==> src/rtl/rlcs_pkg.sv <==
// Shared constants for the rotating LED column sequencer.
`default_nettype none

package rlcs_pkg;

    // Tick counter width; both counters wrap at this width.
    localparam int TICK_W = 32;

    // Defaults for the top-level parameters.
    localparam int COLUMNS_DEF        = 128;
    localparam int DURATION_SHIFT_DEF = 7;

    // Fixed payload widths.
    localparam int ACTION_W = 2;
    localparam int ADDR_W   = 7;
    localparam int BITS_W   = 16;
    localparam int DRIVE_W  = 8;

    // Action codes.
    localparam logic [ACTION_W-1:0] ACT_TICK   = 2'd0;
    localparam logic [ACTION_W-1:0] ACT_SENSOR = 2'd1;
    localparam logic [ACTION_W-1:0] ACT_WRITE  = 2'd2;

    // Port two bit 3 is held off.
    localparam logic [DRIVE_W-1:0] PORT_TWO_MASK = 8'hF7;

endpackage : rlcs_pkg

`default_nettype wire

==> src/rtl/rlcs_ram.sv <==
// Generic single-write, single-read RAM with registered read data.
`default_nettype none

module rlcs_ram #(
    parameter int WIDTH = 16,
    parameter int DEPTH = 128
) (
    input  wire logic                     i_clk,
    input  wire logic                     i_we,
    input  wire logic [$clog2(DEPTH)-1:0] i_waddr,
    input  wire logic [WIDTH-1:0]         i_wdata,
    input  wire logic                     i_re,
    input  wire logic [$clog2(DEPTH)-1:0] i_raddr,
    output logic      [WIDTH-1:0]         o_rdata
);

    logic [WIDTH-1:0] r_mem [DEPTH];

    always_ff @(posedge i_clk) begin
        if (i_we) begin
            r_mem[i_waddr] <= i_wdata;
        end
        if (i_re) begin
            o_rdata <= r_mem[i_raddr];
        end
    end

endmodule : rlcs_ram

`default_nettype wire

==> src/rtl/rotating_led_column_sequencer.sv <==
// Top level of the rotating LED column sequencer.
`default_nettype none

// Persistence-of-vision column sequencer for a spinning LED bar. Each input
// transaction is a timer tick, a once-per-revolution sensor pulse, or a write
// of one pattern column. One transaction is taken every clock cycle; input
// stalls only while both result registers are full and the output is stalled.
// A sensor pulse loads the column duration with the last revolution's tick
// count shifted right by DURATION_SHIFT and clears both tick counters. A tick
// advances both counters; when the column counter then equals the duration
// exactly, the column index advances (wrapping to 0 after COLUMNS-2) and the
// inverted pattern of the old index plus one comes out: the pattern RAM
// read is registered at the accepting edge, and the output register loads
// when it is empty or its result is taken. A two-deep result path (RAM read
// stage plus output register) keeps input transactions flowing while a
// result waits on the output side. The pattern RAM has no reset: every column
// must be written before it is shown.

module rotating_led_column_sequencer
    import rlcs_pkg::*;
#(
    parameter int COLUMNS        = COLUMNS_DEF,
    parameter int DURATION_SHIFT = DURATION_SHIFT_DEF
) (
    input  wire logic                i_clk,
    input  wire logic                i_rst_n,
    input  wire logic                i_in_valid,
    output logic                     o_in_ready,
    input  wire logic [ACTION_W-1:0] i_action,
    input  wire logic [ADDR_W-1:0]   i_column_addr,
    input  wire logic [BITS_W-1:0]   i_column_bits,
    output logic                     o_out_valid,
    input  wire logic                i_out_ready,
    output logic      [DRIVE_W-1:0]  o_port_one_drive,
    output logic      [DRIVE_W-1:0]  o_port_two_drive,
    output logic      [ADDR_W-1:0]   o_shown_column
);

    localparam int IDX_W = $clog2(COLUMNS);
    localparam int DUR_W = TICK_W - DURATION_SHIFT;
    localparam logic [IDX_W-1:0] LAST_IDX = IDX_W'(COLUMNS - 1);

    // Sequencer state
    logic [TICK_W-1:0] r_rev_ticks, n_rev_ticks;
    logic [TICK_W-1:0] r_col_ticks, n_col_ticks;
    logic [DUR_W-1:0]  r_duration, n_duration;
    logic [IDX_W-1:0]  r_col_idx, n_col_idx;

    // Result path: RAM read stage (a) and output register (b)
    logic              r_a_valid;
    logic [ADDR_W-1:0] r_a_col;
    logic              r_b_valid;
    logic [DRIVE_W-1:0] r_b_one;
    logic [DRIVE_W-1:0] r_b_two;
    logic [ADDR_W-1:0]  r_b_col;

    logic              accept;
    logic              a_move;
    logic              hit;
    logic              ram_we;
    logic [TICK_W-1:0] rev_inc;
    logic [TICK_W-1:0] col_inc;
    logic [IDX_W-1:0]  idx_inc;
    logic [31:0]       addr_wide;
    logic [31:0]       shown_wide;
    logic [BITS_W-1:0] ram_rdata;

    assign a_move     = r_a_valid && (!r_b_valid || i_out_ready);
    assign o_in_ready = !r_a_valid || a_move;
    assign accept     = i_in_valid && o_in_ready;

    assign rev_inc    = r_rev_ticks + TICK_W'(1);
    assign col_inc    = r_col_ticks + TICK_W'(1);
    // Index never rests at COLUMNS-1, so the increment cannot overflow
    assign idx_inc    = r_col_idx + IDX_W'(1);
    assign addr_wide  = 32'(i_column_addr);
    assign shown_wide = 32'(idx_inc);

    always_comb begin
        n_rev_ticks = r_rev_ticks;
        n_col_ticks = r_col_ticks;
        n_duration  = r_duration;
        n_col_idx   = r_col_idx;
        hit         = 1'b0;
        ram_we      = 1'b0;
        if (accept) begin
            case (i_action)
                ACT_TICK: begin
                    n_rev_ticks = rev_inc;
                    n_col_ticks = col_inc;
                    if (TICK_W'(r_duration) == col_inc) begin
                        hit         = 1'b1;
                        n_col_ticks = '0;
                        n_col_idx   = (idx_inc == LAST_IDX) ? '0 : idx_inc;
                    end
                end
                ACT_SENSOR: begin
                    n_duration  = r_rev_ticks[TICK_W-1:DURATION_SHIFT];
                    n_col_ticks = '0;
                    n_rev_ticks = '0;
                end
                ACT_WRITE: begin
                    ram_we = (addr_wide < 32'(COLUMNS));
                end
                default: begin
                end
            endcase
        end
    end

    always_ff @(posedge i_clk) begin
        if (!i_rst_n) begin
            r_rev_ticks <= '0;
            r_col_ticks <= '0;
            r_duration  <= '0;
            r_col_idx   <= '0;
        end else begin
            r_rev_ticks <= n_rev_ticks;
            r_col_ticks <= n_col_ticks;
            r_duration  <= n_duration;
            r_col_idx   <= n_col_idx;
        end
    end

    rlcs_ram #(
        .WIDTH (BITS_W),
        .DEPTH (COLUMNS)
    ) u_pattern_ram (
        .i_clk   (i_clk),
        .i_we    (ram_we),
        .i_waddr (addr_wide[IDX_W-1:0]),
        .i_wdata (i_column_bits),
        .i_re    (hit),
        .i_raddr (idx_inc),
        .o_rdata (ram_rdata)
    );

    // Control of the result path
    always_ff @(posedge i_clk) begin
        if (!i_rst_n) begin
            r_a_valid <= 1'b0;
            r_b_valid <= 1'b0;
        end else begin
            if (hit) begin
                r_a_valid <= 1'b1;
            end else if (a_move) begin
                r_a_valid <= 1'b0;
            end
            if (a_move) begin
                r_b_valid <= 1'b1;
            end else if (i_out_ready) begin
                r_b_valid <= 1'b0;
            end
        end
    end

    // Payload of the result path; RAM data holds until the next read
    always_ff @(posedge i_clk) begin
        if (hit) begin
            r_a_col <= shown_wide[ADDR_W-1:0];
        end
        if (a_move) begin
            r_b_one <= ~ram_rdata[BITS_W-1:DRIVE_W];
            r_b_two <= ~ram_rdata[DRIVE_W-1:0] & PORT_TWO_MASK;
            r_b_col <= r_a_col;
        end
    end

    assign o_out_valid      = r_b_valid;
    assign o_port_one_drive = r_b_one;
    assign o_port_two_drive = r_b_two;
    assign o_shown_column   = r_b_col;

endmodule : rotating_led_column_sequencer

`default_nettype wire

==> config.mk <==
export PLATFORM = sky130hd
export DESIGN_NAME = rotating_led_column_sequencer
export DESIGN_NICKNAME = d
export VERILOG_FILES = /design/src/rtl/rlcs_pkg.sv /design/src/rtl/rlcs_ram.sv /design/src/rtl/rotating_led_column_sequencer.sv
export SDC_FILE = /design/constraint.sdc
export NUM_CORES = 2
export LEC_CHECK = 0
export ABC_AREA = 1
export BUFFER_PORTS_ARGS = -buffer_cell sky130_fd_sc_hd__buf_2
export CORE_MARGIN = 1
export CORE_UTILIZATION = 40
export CTS_BUF_LIST = sky130_fd_sc_hd__clkbuf_4 sky130_fd_sc_hd__clkbuf_8
export CTS_CLUSTER_DIAMETER = 150
export DETAILED_ROUTE_END_ITERATION = 6
export PLACE_DENSITY = 0.65
export SLEW_MARGIN = 10
export SYNTH_ARGS = -nofsm -noshare
export SYNTH_HDL_FRONTEND = slang
export SYNTH_SLANG_ARGS = --single-unit
==> constraint.sdc <==
create_clock -name i_clk -period 6.9 [get_ports i_clk]
set_input_delay 1.38 -clock i_clk [delete_from_list [all_inputs] [get_ports i_clk]]
set_output_delay 1.38 -clock i_clk [all_outputs]
set_load 0.05 [all_outputs]
==> results_dict.tcl <==
set metrics [dict create \
    ioPinCount 54 \
    worstPathRequired_ps 7730 \
    drt_iter0_drc 7134 \
    p_leak_nw 29.8 \
    hold_path.class "register to register" \
    clkLatencyLatePin_ps 1040 \
    dpl.hpwl_mm 126 \
    power_density_nw_per_um2 266 \
    relSlewSlack_pct 26.5 \
    critPathLaunch "r_col_idx[0]" \
    grt_start_max_net_pins 209 \
    peakVddDrop_mv 0.180 \
    cts_tree "built" \
    synth.yosys.seq_area_share_pct 74.0 \
    drt_pre_antenna_iters 5 \
    portBuffers 51 \
    timing.rr.start "r_col_idx[0]" \
    fin_crit_ps 4270 \
    clock_path_buffers 4 \
    layout_commonest_cell "edfxtp_1" \
    cts_resized 0 \
    grt_use_met2_pct 34.2 \
    dieHeight_um 456 \
    drv_slew 0 \
    synth_warnings 0 \
    wirelength_mm 230 \
    via_per_inst 5.71 \
    nets 6861 \
    hold_viol_final 0 \
    h-tree-depth 5 \
    die-area_um2 208000 \
    numCtsBuffers 344 \
    crit_arrival_ps 5100 \
    grt_setup_unrepaired "false" \
    cts-root-buf "clkbuf_8" \
    crit_type "register to register" \
    num_vias 55600 \
    core-area_um2 205000 \
    wl_per_cell_um 23.6 \
    syn2layout_area_growth_pct 12.5 \
    status "finished clean" \
    hold_start "r_a_col[4]" \
    synthCells 6670 \
    avgSynthCellArea_um2 12.4 \
    clkSinkCount 2062 \
    cap_viol_max_count 0 \
    postCtsSetupBuffers 0 \
    synth_area_leaders "edfxtp_1, o21ai_0, nor2_1" \
    period_share_pct 61.9 \
    worst_pin_slew_ps 1100 \
    synth.distinct_cells 41 \
    use_met1_pct 29.0 \
    finalSetupViolCount 0 \
    drcViolationCount 0 \
    row_count 166 \
    finalSetupTns_ps 0 \
    final_layout_size_suffix_gt1_share_pct 11.5 \
    initial_utilization_pct 40.3 \
    postRouteAntennaNets 0 \
    fin_skew_ps 96.3 \
    synth.net_count 6703 \
    path_clk_slew_ps 60 \
    gp_congestion 0.910 \
    die_w_um 456 \
    met3_usage_pct 3.82 \
    grt_pass1_wl_mm 335 \
    grt_use_total_pct 21.4 \
    reg2regPathDepth 12 \
    cp_max_fo 111 \
    antenna_found_initial 12 \
    synth_area_um2 82400 \
    yosys.area.top_type_share_pct 71.6 \
    top_usage_layer "met2" \
    first_global_vias 52100 \
    clock.fmax_mhz 234 \
    synth_seq_cells 2062 \
    globalRouteOverflowTotal 0 \
    final_cell_mix "edfxtp_1, nor2_1, o21ai_0" \
    post_cts_hold_buffer_count 0 \
    yosysTopAreaCell "edfxtp_1" \
    min_delay_path_depth 0 \
    p_total_mw 24.7 \
    end_kind "register" \
    cp-start-kind "register" \
]
[flip-flops by register name (all words and copies together), names as in the netlist]
register,cells
r_col_ticks,32
r_duration,25
r_a_valid,1
o_shown_column,7
r_col_idx,7
o_port_one_drive,8
o_out_valid,1
u_pattern_ram.o_rdata,15
o_port_two_drive,7
u_pattern_ram.r_mem,1920
r_rev_ticks,32
r_a_col,7
[cell usage after synthesis, drive strengths merged]
cell type,number
a211oi,3
a21oi,86
a31oi,1
and2,1
and3,1
buf,55
clkbuf,394
clkinv,4
conb,1
dfxtp,98
edfxtp,1964
ha,4
inv,145
nand2,378
nand3,135
nand3b,6
nand4,25
nor2,1473
nor3,23
nor3b,2
nor4,3
o21a,2
o21ai,1250
o221ai,120
o22ai,480
or2,2
xnor2,2
xnor3,2
xor2,10
[critical path, cell delays in order, from the launching register on]
cell and delay, ps:
dfxtp_4 400, inv_8 370, ha_4 470, inv_8 570
buf_4 390, o21ai_0 130, o22ai_1 260, o21ai_0 150
o221ai_1 540, nand3_1 260, nand2_1 210, nand2_1 80
nand2_1 70
[per-stage QoR]
step / area [um^2] / hold slack, ps / utilization, % / setup WS, ps / instances
after floorplan: 82400 / 400 / - / 3070 / 6670
after global placement: 86200 / 408 / 42.1 / 2640 / 9170
after detailed placement: 86200 / 418 / 42.1 / 2570 / 9170
after CTS: 92700 / 406 / 45.3 / 2660 / 9747
after global routing: 92700 / 427 / 45.3 / 2470 / 9751
final: 92700 / 410 / 45.3 / 2630 / 9752
[metal layers]
metal | vias to the layer above | wire length, um
met3 | 495 | 21100
met1 | 27400 | 92200
met2 | 2792 | 108000
met5 | - | 9
met4 | 2 | 8420
li1 | 24900 | -
[logic make-up after synthesis]
| logic type | Yosys count | share of synthesized area, % |
|---|---|---|
| flip-flops | 2062 | 74.0 |
| buffers and inverters | 598 | 2.81 |
| other | 1 | 0.00455 |
| AO/OA/AOI/OAI | 1942 | 13.1 |
| adder cells (fa/ha/maj) | 4 | 0.0608 |
| AND/OR/NAND/NOR | 2049 | 9.88 |
| XOR/XNOR | 14 | 0.182 |
[cell type report]
cell class,count,area [um^2]
fillers,18100,112000
flip-flops and latches,2062,60900
multi-input cells,4010,19200
clock buffers,453,5620
well taps,2688,3360
repair buffers,261,2060
clock inverters,124,871
inverters,149,587
diodes,5,12.5
[report_power, final]
| part | internal, mW | switching [mW] | total, mW |
|---|---|---|---|
| clock | 5.75 | 4.70 | 10.4 |
| sequential | 13.7 | 0.0104 | 13.7 |
| combinational | 0.0837 | 0.418 | 0.502 |
| total | 19.5 | 5.12 | 24.7 |
[path summary, 6_finish.rpt]
check / slack [ps] / to
setup / recovery: 2630 / u_pattern_ram.o_rdata[10]
hold / removal: 410 / o_shown_column[4]
setup reg to reg: 2630 / u_pattern_ram.o_rdata[10]
hold reg to reg: 410 / o_shown_column[4]
(Power assumes the default switching activity.)
